`config.mk`:
```
export PLATFORM = sky130hd
export DESIGN_NAME = addressed_frame_receiver
export DESIGN_NICKNAME = d
export VERILOG_FILES = /design/src/hdl/afr_pkg.sv /design/src/hdl/afr_csr.sv /design/src/hdl/afr_core.sv /design/src/hdl/addressed_frame_receiver.sv
export VERILOG_INCLUDE_DIRS = /design/src /design/src/hdl
export SDC_FILE = /design/constraint.sdc
export NUM_CORES = 1
export LEC_CHECK = 0
export ABC_CLOCK_PERIOD_IN_PS = 11800
export BUFFER_PORTS_ARGS = -buffer_cell sky130_fd_sc_hd__buf_4
export CAP_MARGIN = 20
export CELL_PAD_IN_SITES_DETAIL_PLACEMENT = 0
export CELL_PAD_IN_SITES_GLOBAL_PLACEMENT = 2
export CORE_AREA = 2 2 197 199
export DETAILED_ROUTE_END_ITERATION = 10
export DIE_AREA = 0 0 199 201
export PLACE_DENSITY = 0.93
export SLEW_MARGIN = 20
export SYNTH_ARGS = -nofsm -noshare
export SYNTH_HDL_FRONTEND = slang
export SYNTH_HIERARCHICAL = 1
export SYNTH_SLANG_ARGS = --single-unit
export TNS_END_PERCENT = 30
```
`constraint.sdc`:
```
create_clock -name clock -period 11.8 [get_ports clock]
set_input_delay 2.36 -clock clock [delete_from_list [all_inputs] [get_ports clock]]
set_output_delay 2.36 -clock clock [all_outputs]
set_load 0.01 [all_outputs]
```
`src/hdl/addressed_frame_receiver_defines.svh`:
```
// Assertion macros shared by the frame receiver RTL.
// No dependencies; included by the files that carry assertions.
`ifndef ADDRESSED_FRAME_RECEIVER_DEFINES_SVH
`define ADDRESSED_FRAME_RECEIVER_DEFINES_SVH

// Same-cycle implication, checked outside reset.
`define AFR_ASSERT_IMP(label, clk, rst, ante, cons, msg) \
   label: assert property (@(posedge clk) disable iff (rst) (ante) |-> (cons)) \
      else $error(msg);

// Next-cycle implication, checked outside reset.
`define AFR_ASSERT_NEXT(label, clk, rst, ante, cons, msg) \
   label: assert property (@(posedge clk) disable iff (rst) (ante) |=> (cons)) \
      else $error(msg);

`endif

```
`src/hdl/afr_pkg.sv`:
```
// Types, codes and constants of the addressed frame receiver.
// No dependencies; imported by every module of the block.
package afr_pkg;

   localparam int unsigned HEADER_LEN    = 10;
   localparam int unsigned CSR_INDEX_W   = 3;
   localparam int unsigned CSR_DATA_W    = 32;
   localparam int unsigned ADDR_W        = 32;
   localparam int unsigned COUNT_W       = 4;
   localparam int unsigned REMAIN_W      = 9;
   localparam int unsigned DIGIT_W       = 6;
   localparam int unsigned ALIAS_IDX_W   = 2;
   localparam int unsigned ALIAS_CNT_W   = 3;
   localparam int unsigned IDLE_W        = 4;

   localparam logic [ADDR_W-1:0]  BROADCAST_ADDR = 32'h2B2B_2B2B;   // "++++"
   localparam logic [IDLE_W-1:0]  IDLE_LIMIT_RST = 4'd5;

   typedef enum logic [CSR_INDEX_W-1:0] {
      CSR_ALIAS_COUNT = 3'd0,
      CSR_ALIAS_A     = 3'd1,
      CSR_ALIAS_B     = 3'd2,
      CSR_ALIAS_C     = 3'd3,
      CSR_ALIAS_D     = 3'd4,
      CSR_IDLE_LIMIT  = 3'd5
   } csr_index_type;

   typedef enum logic [1:0] {
      KIND_PAYLOAD = 2'd0,
      KIND_END     = 2'd1,
      KIND_ABORT   = 2'd2
   } kind_type;

   typedef enum logic [1:0] {
      CLASS_NONE      = 2'd0,
      CLASS_BROADCAST = 2'd1,
      CLASS_ALIAS     = 2'd2
   } class_type;

   typedef enum logic {
      MODE_BYTE = 1'b0,
      MODE_IDLE = 1'b1
   } mode_type;

   typedef struct packed {
      mode_type    mode;
      logic [7:0]  rx_byte;
   } req_type;

   typedef struct packed {
      kind_type            kind;
      logic [7:0]          payload_byte;
      logic                last;
      class_type           match_class;
      logic [ALIAS_IDX_W-1:0] alias_hit;
      logic [ADDR_W-1:0]   source_address;
   } rsp_type;

   // Scalar settings handed from the register file to the frame engine.
   typedef struct packed {
      logic [ALIAS_CNT_W-1:0] alias_count;
      logic [IDLE_W-1:0]      idle_limit;
   } cfg_type;

   // Base64 digit value; anything outside the alphabet decodes as zero.
   function automatic logic [DIGIT_W-1:0] digit64(input logic [7:0] c);
      logic [DIGIT_W-1:0] d;
      d = '0;
      priority if (c >= "A" && c <= "Z") d = DIGIT_W'(c - "A");
      else if (c >= "a" && c <= "z")     d = DIGIT_W'(c - "a" + 8'd26);
      else if (c >= "0" && c <= "9")     d = DIGIT_W'(c - "0" + 8'd52);
      else if (c == "+")                 d = 6'd62;
      else if (c == "/")                 d = 6'd63;
      else                               d = '0;
      return d;
   endfunction

endpackage

```
`src/hdl/afr_csr.sv`:
```
// Configuration registers of the frame receiver: alias count, aliases, idle limit.
// Depends on afr_pkg.
module afr_csr import afr_pkg::*; #(
   parameter int unsigned ALIAS_SLOTS = 4
) (
   input  logic                               clock,
   input  logic                               reset,
   input  logic                               csr_valid,
   output logic                               csr_ready,
   input  logic [CSR_INDEX_W-1:0]             csr_index,
   input  logic [CSR_DATA_W-1:0]              csr_data,
   output cfg_type                            cfg,
   output logic [ALIAS_SLOTS-1:0][ADDR_W-1:0] alias_regs
);

   logic                               wr_en;
   cfg_type                            cfg_ff;
   logic [ALIAS_SLOTS-1:0][ADDR_W-1:0] alias_ff;

   assign csr_ready = 1'b1;
   assign wr_en     = csr_valid & csr_ready;

   always_ff @(posedge clock) begin
      if (reset) begin
         cfg_ff.alias_count <= '0;
         cfg_ff.idle_limit  <= IDLE_LIMIT_RST;
         alias_ff           <= '0;
      end else if (wr_en) begin
         if (csr_index == CSR_ALIAS_COUNT) begin
            cfg_ff.alias_count <= csr_data[ALIAS_CNT_W-1:0];
         end
         if (csr_index == CSR_IDLE_LIMIT) begin
            cfg_ff.idle_limit <= csr_data[IDLE_W-1:0];
         end
         // alias slot i sits at index CSR_ALIAS_A + i; indexes past the list drop
         for (int i = 0; i < ALIAS_SLOTS; i++) begin
            if (csr_index == CSR_INDEX_W'(CSR_ALIAS_A) + CSR_INDEX_W'(i)) begin
               alias_ff[i] <= csr_data[ADDR_W-1:0];
            end
         end
      end
   end

   assign cfg        = cfg_ff;
   assign alias_regs = alias_ff;

endmodule

```
`src/hdl/afr_core.sv`:
```
// Frame engine: header capture, length decode, address classification, payload tagging.
// Depends on afr_pkg and the assertion macros header.
`include "addressed_frame_receiver_defines.svh"
module afr_core import afr_pkg::*; #(
   parameter int unsigned ALIAS_SLOTS = 4
) (
   input  logic                               clock,
   input  logic                               reset,
   input  logic                               fire,
   input  req_type                            item,
   input  cfg_type                            cfg,
   input  logic [ALIAS_SLOTS-1:0][ADDR_W-1:0] alias_regs,
   output logic                               has_result,
   output rsp_type                            result
);

   logic [COUNT_W-1:0]     header_count_ff, header_count_in, cur_hc;
   logic [ADDR_W-1:0]      dest_ff, dest_in, cur_dest;
   logic [ADDR_W-1:0]      src_ff, src_in, cur_src;
   logic [DIGIT_W-1:0]     len_hi_ff, len_hi_in, cur_len_hi;
   logic [REMAIN_W-1:0]    remain_ff, remain_in, cur_remain, remain_dec;
   logic [IDLE_W-1:0]      idle_left_ff, idle_left_in;
   class_type              class_ff, class_in, cur_class, hdr_class;
   logic [ALIAS_IDX_W-1:0] alias_ff, alias_in, cur_alias, hdr_alias;
   logic                   in_frame_ff, in_frame_in;
   logic [ALIAS_CNT_W-1:0] alias_limit;
   logic [DIGIT_W-1:0]     digit;
   logic [2*DIGIT_W-1:0]   length_bits;
   logic [REMAIN_W-1:0]    hdr_remain;
   logic                   alias_found;

   // Destination classification: broadcast first, then lowest matching alias.
   always_comb begin
      alias_limit = (cfg.alias_count > ALIAS_CNT_W'(ALIAS_SLOTS)) ?
                    ALIAS_CNT_W'(ALIAS_SLOTS) : cfg.alias_count;
      alias_found = 1'b0;
      hdr_alias   = '0;
      for (int i = ALIAS_SLOTS - 1; i >= 0; i--) begin
         if ((ALIAS_CNT_W'(i) < alias_limit) && (alias_regs[i] == cur_dest)) begin
            alias_found = 1'b1;
            hdr_alias   = ALIAS_IDX_W'(i);
         end
      end
      if (cur_dest == BROADCAST_ADDR) begin
         hdr_class = CLASS_BROADCAST;
         hdr_alias = '0;
      end else if (alias_found) begin
         hdr_class = CLASS_ALIAS;
      end else begin
         hdr_class = CLASS_NONE;
      end
   end

   assign digit       = digit64(item.rx_byte);
   assign length_bits = {cur_len_hi, digit};
   assign hdr_remain  = length_bits[2*DIGIT_W-1:3];     // bits / 8
   assign remain_dec  = cur_remain - REMAIN_W'(1);

   always_comb begin
      // a byte outside a frame opens a fresh one
      cur_hc     = header_count_ff;
      cur_dest   = dest_ff;
      cur_src    = src_ff;
      cur_len_hi = len_hi_ff;
      cur_remain = remain_ff;
      cur_class  = class_ff;
      cur_alias  = alias_ff;
      if (item.mode == MODE_BYTE && !in_frame_ff) begin
         cur_hc     = '0;
         cur_dest   = '0;
         cur_src    = '0;
         cur_len_hi = '0;
         cur_remain = '0;
         cur_class  = CLASS_NONE;
         cur_alias  = '0;
      end

      header_count_in = cur_hc;
      dest_in         = cur_dest;
      src_in          = cur_src;
      len_hi_in       = cur_len_hi;
      remain_in       = cur_remain;
      class_in        = cur_class;
      alias_in        = cur_alias;
      idle_left_in    = idle_left_ff;
      in_frame_in     = in_frame_ff;
      has_result      = 1'b0;
      result.kind         = KIND_PAYLOAD;
      result.payload_byte = '0;
      result.last         = 1'b0;

      if (item.mode == MODE_IDLE) begin
         if (in_frame_ff) begin
            if (idle_left_ff <= IDLE_W'(1)) begin
               has_result      = 1'b1;
               result.kind     = KIND_ABORT;
               result.last     = 1'b1;
               in_frame_in     = 1'b0;
               header_count_in = '0;
               remain_in       = '0;
               idle_left_in    = '0;
            end else begin
               idle_left_in = idle_left_ff - IDLE_W'(1);
            end
         end
      end else begin
         in_frame_in  = 1'b1;
         idle_left_in = cfg.idle_limit;
         if (cur_hc < COUNT_W'(HEADER_LEN)) begin
            header_count_in = cur_hc + COUNT_W'(1);
            if (cur_hc < COUNT_W'(4)) begin
               dest_in = {cur_dest[ADDR_W-9:0], item.rx_byte};
            end else if (cur_hc < COUNT_W'(8)) begin
               src_in = {cur_src[ADDR_W-9:0], item.rx_byte};
            end else if (cur_hc == COUNT_W'(8)) begin
               len_hi_in = digit;
            end else begin
               // last header byte: length known, destination classified
               remain_in       = hdr_remain;
               class_in        = hdr_class;
               alias_in        = hdr_alias;
               header_count_in = COUNT_W'(HEADER_LEN);
               if (hdr_remain == '0) begin
                  has_result      = 1'b1;
                  result.kind     = KIND_END;
                  result.last     = 1'b1;
                  in_frame_in     = 1'b0;
                  header_count_in = '0;
                  idle_left_in    = '0;
               end
            end
         end else begin
            has_result          = 1'b1;
            result.payload_byte = item.rx_byte;
            remain_in           = remain_dec;
            if (remain_dec == '0) begin
               result.last     = 1'b1;
               in_frame_in     = 1'b0;
               header_count_in = '0;
               idle_left_in    = '0;
            end
         end
      end

      result.match_class    = class_in;
      result.alias_hit      = (class_in == CLASS_ALIAS) ? alias_in : '0;
      result.source_address = src_in;
   end

   always_ff @(posedge clock) begin
      if (reset) begin
         header_count_ff <= '0;
         dest_ff         <= '0;
         src_ff          <= '0;
         len_hi_ff       <= '0;
         remain_ff       <= '0;
         idle_left_ff    <= '0;
         class_ff        <= CLASS_NONE;
         alias_ff        <= '0;
         in_frame_ff     <= 1'b0;
      end else if (fire) begin
         header_count_ff <= header_count_in;
         dest_ff         <= dest_in;
         src_ff          <= src_in;
         len_hi_ff       <= len_hi_in;
         remain_ff       <= remain_in;
         idle_left_ff    <= idle_left_in;
         class_ff        <= class_in;
         alias_ff        <= alias_in;
         in_frame_ff     <= in_frame_in;
      end
   end

   `AFR_ASSERT_IMP(a_idle_clean, clock, reset, !in_frame_ff, (header_count_ff == '0) && (remain_ff == '0), "closed frame left header or length state")
   `AFR_ASSERT_IMP(a_hc_range, clock, reset, 1'b1, header_count_ff <= COUNT_W'(HEADER_LEN), "header count past header length")
   `AFR_ASSERT_IMP(a_remain_hdr, clock, reset, remain_ff != '0, header_count_ff == COUNT_W'(HEADER_LEN), "payload count set before header done")

endmodule

```
`src/hdl/addressed_frame_receiver.sv`:
```
// Addressed frame receiver, top level.
// A beat passes through the input register, then the result register, before its result shows.
// Throughput: one beat per cycle while not stalled; the frame engine updates its state per beat.
// A result waiting in the output register does not block intake unless the next beat makes one.
// Reset (synchronous, active high) closes any frame, empties both registers, loads default CSRs.
// Depends on afr_pkg, afr_csr, afr_core and the assertion macros header.
`include "addressed_frame_receiver_defines.svh"
module addressed_frame_receiver import afr_pkg::*; #(
   parameter int unsigned ALIAS_SLOTS = 4
) (
   input  logic                   clock,
   input  logic                   reset,
   // input stream
   input  logic                   req_valid,
   output logic                   req_stall,
   input  req_type                req_data,
   // result stream
   output logic                   rsp_valid,
   input  logic                   rsp_stall,
   output rsp_type                rsp_data,
   // register writes
   input  logic                   csr_valid,
   output logic                   csr_ready,
   input  logic [CSR_INDEX_W-1:0] csr_index,
   input  logic [CSR_DATA_W-1:0]  csr_data
);

   cfg_type                            cfg;
   logic [ALIAS_SLOTS-1:0][ADDR_W-1:0] alias_regs;

   logic    req_valid_ff;
   req_type req_data_ff;
   logic    rsp_valid_ff;
   rsp_type rsp_data_ff;

   logic    has_result;
   rsp_type result;
   logic    out_free;
   logic    advance;

   afr_csr #(
      .ALIAS_SLOTS (ALIAS_SLOTS)
   ) u_csr (
      .clock      (clock),
      .reset      (reset),
      .csr_valid  (csr_valid),
      .csr_ready  (csr_ready),
      .csr_index  (csr_index),
      .csr_data   (csr_data),
      .cfg        (cfg),
      .alias_regs (alias_regs)
   );

   afr_core #(
      .ALIAS_SLOTS (ALIAS_SLOTS)
   ) u_core (
      .clock      (clock),
      .reset      (reset),
      .fire       (advance),
      .item       (req_data_ff),
      .cfg        (cfg),
      .alias_regs (alias_regs),
      .has_result (has_result),
      .result     (result)
   );

   // The result register frees up this cycle if empty or being drained.
   assign out_free  = !rsp_valid_ff || !rsp_stall;
   // The held beat retires unless it makes a result and the result register is full.
   assign advance   = req_valid_ff && (!has_result || out_free);
   // Stall only while a held beat cannot retire; an empty input register always takes a beat.
   assign req_stall = req_valid_ff && !advance;

   // Input register.
   always_ff @(posedge clock) begin
      if (reset) begin
         req_valid_ff <= 1'b0;
      end else if (!req_stall) begin
         req_valid_ff <= req_valid;
      end
   end

   always_ff @(posedge clock) begin
      if (req_valid && !req_stall) begin
         req_data_ff <= req_data;
      end
   end

   // Result register.
   always_ff @(posedge clock) begin
      if (reset) begin
         rsp_valid_ff <= 1'b0;
      end else if (advance && has_result) begin
         rsp_valid_ff <= 1'b1;
      end else if (!rsp_stall) begin
         rsp_valid_ff <= 1'b0;
      end
   end

   always_ff @(posedge clock) begin
      if (advance && has_result) begin
         rsp_data_ff <= result;
      end
   end

   assign rsp_valid = rsp_valid_ff;
   assign rsp_data  = rsp_data_ff;

   // A result is only written over a held one that is leaving this cycle.
   `AFR_ASSERT_IMP(a_no_overwrite, clock, reset,
      advance && has_result && rsp_valid_ff, !rsp_stall, "held result overwritten")
   // Stall only ever reflects a beat parked in the input register.
   `AFR_ASSERT_IMP(a_stall_src, clock, reset,
      req_stall, req_valid_ff && has_result, "input stalled without a pending result")
   // End and abort beats always close the frame.
   `AFR_ASSERT_IMP(a_close_last, clock, reset,
      rsp_valid_ff && (rsp_data_ff.kind != KIND_PAYLOAD),
      rsp_data_ff.last && (rsp_data_ff.payload_byte == '0), "end or abort beat without last")

endmodule

```
==> results of run 1 <==
-- sequential cells by signal, indices dropped and copies added, names as in the netlist --
| register | cells |
|---|---|
| req_data_ff | 9 |
| req_valid_ff | 1 |
| rsp_data | 47 |
| rsp_valid | 1 |
| u_core/alias_ff | 2 |
| u_core/class_ff | 2 |
| u_core/dest_ff | 32 |
| u_core/header_count_ff | 4 |
| u_core/idle_left_ff | 4 |
| u_core/in_frame_ff | 1 |
| u_core/len_hi_ff | 6 |
| u_core/remain_ff | 9 |
| u_core/src_ff | 32 |
| u_csr/alias_regs | 128 |
| u_csr/cfg | 7 |
-- metrics by stage --
step / worst slack (ns) / hold slack, ns / area, µm² / total power [mW] / utilization, %
floorplan: 5.79 / 0.432 / 15400 / 1.17 / -
global placement: 5.77 / 0.443 / 16300 / 1.24 / 42.9
detailed placement: 5.68 / 0.453 / 16300 / 1.24 / 42.9
CTS: 5.07 / 0.468 / 17500 / 2.34 / 45.9
global route: 4.64 / 0.493 / 17500 / 2.39 / 45.9
finish: 5.09 / 0.466 / 17500 / 2.32 / 45.9
-- where the power goes --
group / switching [mW] / total (mW) / internal [mW]
Sequential: 0.0243 / 1.03 / 1.01
Combinational: 0.114 / 0.186 / 0.0720
Clock: 0.431 / 1.10 / 0.669
Total: 0.569 / 2.32 / 1.75
-- final timing paths --
check | start | to | depth (start not counted) | slack (ns)
max | req_data_ff[2] | req_stall | 13 | 5.09
min | u_core/alias_ff[1] | u_core/alias_ff[1] | 2 | 0.47
max reg2reg | req_data_ff[2] | u_core/remain_ff[4] | 18 | 6.09
min reg2reg | u_core/alias_ff[1] | u_core/alias_ff[1] | 2 | 0.47
-- area by class of cell --
| cell class | instances | area (µm²) |
|---|---|---|
| Clock inverter | 14 | 189 |
| Multi-Input combinational cell | 1265 | 8350 |
| Fill cell | 3672 | 20600 |
| Inverter | 52 | 195 |
| Sequential cell | 285 | 6270 |
| Clock buffer | 48 | 976 |
| Tap cell | 518 | 648 |
| Timing Repair Buffer | 116 | 875 |
-- metal layers --
layer / vias up / track usage, % / wire (µm)
met1: 6449 / 33.6 / 22500
li1: 6204 / - / -
met4: 2 / 9.04 / 1860
met5: - / 0 / 14
met2: 473 / 41.5 / 23500
met3: 111 / 4.15 / 3010
-- cell families after synthesis --
group | count (synthesis)
compound gates | 308
xor+xnor | 29
fa+ha+maj | 15
buf+inv | 173
flops | 285
mux | 173
other cells | 1
simple gates | 739
-- placed cells by master (no fill, tap or decap), types with 28 or more instances in the layout --
| cell type | instances |
|---|---|
| dfxtp_1 | 229 |
| nand2b_1 | 202 |
| mux2i_1 | 171 |
| nand2_1 | 157 |
| nor2_1 | 138 |
| buf_4 | 115 |
| a21oi_1 | 91 |
| edfxtp_1 | 56 |
| nand3_1 | 49 |
| inv_1 | 44 |
| o21ai_0 | 43 |
| nor2b_1 | 42 |
| clkbuf_16 | 36 |
| a31oi_1 | 33 |
| xnor2_1 | 28 |
| nor4_1 | 28 |
-- worst reg2reg max path, delay by kind of cell (launching register included) --
kind	cells	cell delay (ns)
flops	1	0.63
compound gates	8	1.74
simple gates	6	1.84
fa+ha+maj	1	0.31
buf+inv	3	1.13
==> flow_summary.yaml, run 1 <==
power_and_ir_drop:
  vdd_ir_drop_max_v: 0.0000992
  p_per_area_mw_per_mm2: 132
  leakagePower_nw: 6.70
worst_setup_path:
  slowest_stage: "edfxtp_1"
  crit_type: "flip-flop to output port"
  crit_family: "compound AO/OA/AOI/OAI gates"
  cp_num_buf_inv: 3
  worstPathCellList: "inv_1 > ha_1 > a21o_1 > nand2_1 > o2111ai_2 > o22ai_1 > o32ai_1 > nand3_1 > or2_1 > a31oi_1 > nand4_1 > inv_1 > buf_4"
  startpoint_type: "flip-flop"
  crit_path_end_kind: "output port"
  cp_common_cell: "inv_1"
  cp.arrival_ns: 4.35
  critPathMaxStageDelay_ns: 0.59
  crit_fanout: 11
  crit_required_ns: 9.44
clock_network:
  htreeDepth: 2
  numCtsBuffers: 35
  path_clk_slew_ns: 0.06
  clock_path_buffers: 3
  cts-resized-gates: 0
  ctsHoldBuffers: 0
  cts-root-buf: "clkbuf_16"
  cts_setup_buffers: 0
  clock_sinks: 285
  cts_tree: "done"
  clk_latency_ns: 0.56
global_routing:
  antenna_found_initial: 1
  track_usage_pct: 25.3
  grt_max_degree: 105
  grt_pass1_vias: 12700
  grt-ovfl-total: 0
  grt_pass1_wl_um: 77400
floorplanning:
  initial_utilization_pct: 40.3
  fp.dieH_um: 201
  rows: 72
  fp.dieArea_mm2: 0.0400
  core-area_mm2: 0.0381
  io_pins: 99
  die_x_um: 199
routing:
  drc: 0
  wl_um: 50900
  post_drt_wl_per_cell_um: 22.1
  routed_via_density: 5.76
  drt_iter0_drc: 1179
  dr_total_vias: 13200
  ant_nets: 0
  firstDrtPassIters: 5
sta:
  tns_ns: 0
  fin_crit_sh_pct: 56.8
  finalHoldViolations: 0
  tightest_slew_ns: 1.01
  relSlewSlack_pct: 32.7
  period_needed_ns: 6.71
  setup_viol: 0
  maxSlewViolCount: 0
  fin_skew_ns: 0.0238
  max_freq_mhz: 149
  rsz0062_at_grt: "no"
logic_synthesis:
  synth.top_cell.area_share_pct: 29.9
  synth_edf_count: 56
  synth-simple-area-share_pct: 26.1
  synthTopCellsByArea: "dfxtp_1 30%, mux2i_1 11%, edfxtp_1 11%"
  synth-adder-area-share_pct: 1.22
  yosys.cell_types.count: 94
  yosys.area.top_type: "dfxtp_1"
  synth_top_family_by_area: "simple AND/OR/NAND/NOR gates"
  synthArstFlopShare_pct: 0
  synth_common_cells: "229 x dfxtp_1, 202 x nand2b_1, 171 x mux2i_1"
  synth_most_common_cell: "dfxtp_1"
  synth_compound_area_share_pct: 13.6
  seq_area_frac_synth_pct: 40.8
  syn_inst: 1723
  synth_nets: 1787
  synth-seq-cells: 285
  syn_area_per_cell_um2: 8.91
  netlist_area_mm2: 0.0154
  synthXorXnorAreaFrac_pct: 1.65
  synth_flop_cell: "dfxtp_1"
  muxShareOfSynthArea_pct: 11.3
  yosys_warnings: 6
layout:
  area_growth_pct: 14.0
  final_cells: 2298
  nNetsFinal: 1819
  diodes: 0
  drive_above_1_share_pct: 11.5
placement:
  dp_cells: 2236
  place.gp.congestion: 0.944
  dp.final_hpwl_um: 35400
  port_buffers: 97
hold_path:
  worstHoldPathType: "flip-flop to flip-flop"
run:
  max_cap_viol_count: 0
status:
  status: "finished, final reports clean"
Note: power is estimated with default switching activity, not from simulation.
==> inputs of run 2 (changes only) <==
Settings changed: ABC_CLOCK_PERIOD_IN_PS 11800 to 6800, CORE_AREA 2 2 197 199 to 2 2 205 207, DIE_AREA 0 0 199 201 to 0 0 207 209, PLACE_DENSITY 0.93 to 0.88.
Clock period 11.8 ns to 6.8 ns, I/O delays scaled along.
==> run 2 against run 1 <==
  * Wire length fell by 0.64%
  * Register-to-register slack got worse by 4.8 ns
  * Flip-flop and latch count did not move
  * Clock power rose by 75%
  * Critical endpoint unchanged
  * Hold slack got worse by 0.0072 ns
==> flow_summary.yaml, run 2 (same netlist as run 1, synthesis figures left out) <==
routing:
  firstDrtPassIters: 6
  topRoutingLayerUsed: "met4"
  ant_nets: 0
  wl_um: 50600
  drt_iter0_drc: 1161
  routed_via_density: 5.71
  post_drt_wl_per_cell_um: 21.8
  dr_total_vias: 13200
  dr_wl_met2_um: 23500
  wl_met3_um: 3150
  met1_length_um: 22200
  drc: 0
global_routing:
  track_usage_pct: 22.9
  grt_pass1_wl_um: 76900
  grt_max_degree: 136
  grt-ovfl-total: 0
  antenna_found_initial: 0
  grt_pass1_vias: 12800
clock_network:
  htreeDepth: 2
  path_clk_slew_ns: 0.06
  clock_path_buffers: 3
  cts-root-buf: "clkbuf_16"
  cts-resized-gates: 0
  numCtsBuffers: 35
  ctsHoldBuffers: 0
  clock_sinks: 285
  cts_tree: "done"
  clk_latency_ns: 0.55
  cts_setup_buffers: 0
worst_setup_path:
  crit_required_ns: 5.44
  critPathMaxStageDelay_ns: 0.59
  cp_num_buf_inv: 3
  slowest_stage: "edfxtp_1"
  r2r-end: "u_core/header_count_ff[2]"
  cp.arrival_ns: 4.20
  worstPathCellList: "inv_1 > ha_1 > a21o_1 > nand2_1 > o2111ai_2 > o22ai_1 > o32ai_1 > nand3_1 > or2_1 > a31oi_1 > nand4_1 > inv_1 > buf_4"
  crit_path_end_kind: "output port"
  crit_family: "compound AO/OA/AOI/OAI gates"
  crit_fanout: 11
  rr_startpoint: "req_data_ff[0]"
  crit_type: "flip-flop to output port"
  rrSetupSlack_ns: 1.29
  ff2ff_path_depth: 18
  cp_common_cell: "inv_1"
  startpoint_type: "flip-flop"
sta:
  tightest_slew_ns: 1.13
  max_freq_mhz: 180
  relSlewSlack_pct: 24.4
  period_needed_ns: 5.56
  tns_ns: 0
  rsz0062_at_grt: "no"
  fin_crit_sh_pct: 81.8
  setup_viol: 0
  hold_slack_ns: 0.459
  fin_skew_ns: 0.0140
  finalHoldViolations: 0
  maxSlewViolCount: 0
placement:
  dp_cells: 2255
  dp.final_hpwl_um: 35100
  place.gp.congestion: 0.947
  port_buffers: 97
floorplanning:
  rows: 75
  fp.dieH_um: 209
  initial_utilization_pct: 37.2
  io_pins: 99
  fp.dieArea_mm2: 0.0433
  core-area_mm2: 0.0413
  die_x_um: 207
run:
  max_cap_viol_count: 0
layout:
  drive_above_1_share_pct: 12.0
  nNetsFinal: 1817
  area_growth_pct: 14.3
  diodes: 0
  layout_commonest_cell: "dfxtp_1"
  largest_reg_flops: 128
  final_cells: 2319
  final_cell_mix: "229 x dfxtp_1, 202 x nand2b_1, 171 x mux2i_1, 157 x nand2_1, 138 x nor2_1"
power_and_ir_drop:
  p_per_area_mw_per_mm2: 230
  leakagePower_nw: 6.69
  power_mw: 4.04
  vdd_ir_drop_max_v: 0.000185
hold_path:
  worstHoldPathType: "flip-flop to flip-flop"
  hold_start: "u_core/alias_ff[1]"
  min_to: "u_core/alias_ff[1]"
  holdPathStages: 2
status:
  status: "finished, final reports clean"
[run 2: cell types whose count changed in the layout (fill, tap and decap cells not counted)]
cell        previous run  this run
buf_12                 0         1
buf_4                115       112
bufinv_16              4         3
clkbuf_1               9         4
clkbuf_16             36        35
clkbuf_8               3         7
clkinv_1               4         1
clkinv_8               1         0
clkinvlp_4             0         6
inv_4                  0         1
inv_6                  2         4
[run 2: worst max path at each step]
stage          slack, ns  cells after the start                        end                from
3_3_place_gp        1.50                     18  u_core/header_count_ff[2]      req_data_ff[3]
4_1_cts             1.18                     13                  req_stall      req_data_ff[2]
6_report            1.24                     13                  req_stall      req_data_ff[2]
2_1_floorplan       0.79                     15                rsp_data[0]  u_core/in_frame_ff
5_1_grt             0.68                     18  u_core/header_count_ff[2]      req_data_ff[1]
3_5_place_dp        1.36                     18  u_core/header_count_ff[2]      req_data_ff[0]
[run 2: final cells by class]
type | instances | area, µm²
fillers | 4139 | 23700
multi-input cells | 1265 | 8350
flip-flops and latches | 285 | 6270
clock buffers | 46 | 987
repair buffers | 114 | 872
well taps | 539 | 674
clock inverters | 18 | 200
inverters | 52 | 195
[run 2: per-layer routing]
layer / vias up / track usage [%]
met1: 6454 / 29.7
met2: 468 / 37.8
li1: 6213 / -
met3: 95 / 4.60
met4: 0 / 8.13
met5: - / 0
[run 2: report_power, final]
| part | internal, mW | switching [mW] | leakage [nW] |
|---|---|---|---|
| Sequential | 1.75 | 0.0433 | 2.42 |
| Clock | 1.15 | 0.773 | 0.568 |
| Combinational | 0.126 | 0.197 | 3.70 |
[run 2: tightest hold or removal path, delay by kind of cell, from the launching register on]
kind               cells  cell delay (ns)
and+or+nand+nor        1             0.05
AOI/OAI and AO/OA      1             0.05
DFF                    1             0.31
[run 2: stage by stage]
step	area [µm²]	worst slack (ns)	utilization (%)
floorplan	15400	0.789	-
global placement	16400	1.50	39.6
detailed placement	16400	1.36	39.6
CTS	17500	1.18	42.5
global route	17500	0.677	42.5
finish	17500	1.24	42.5
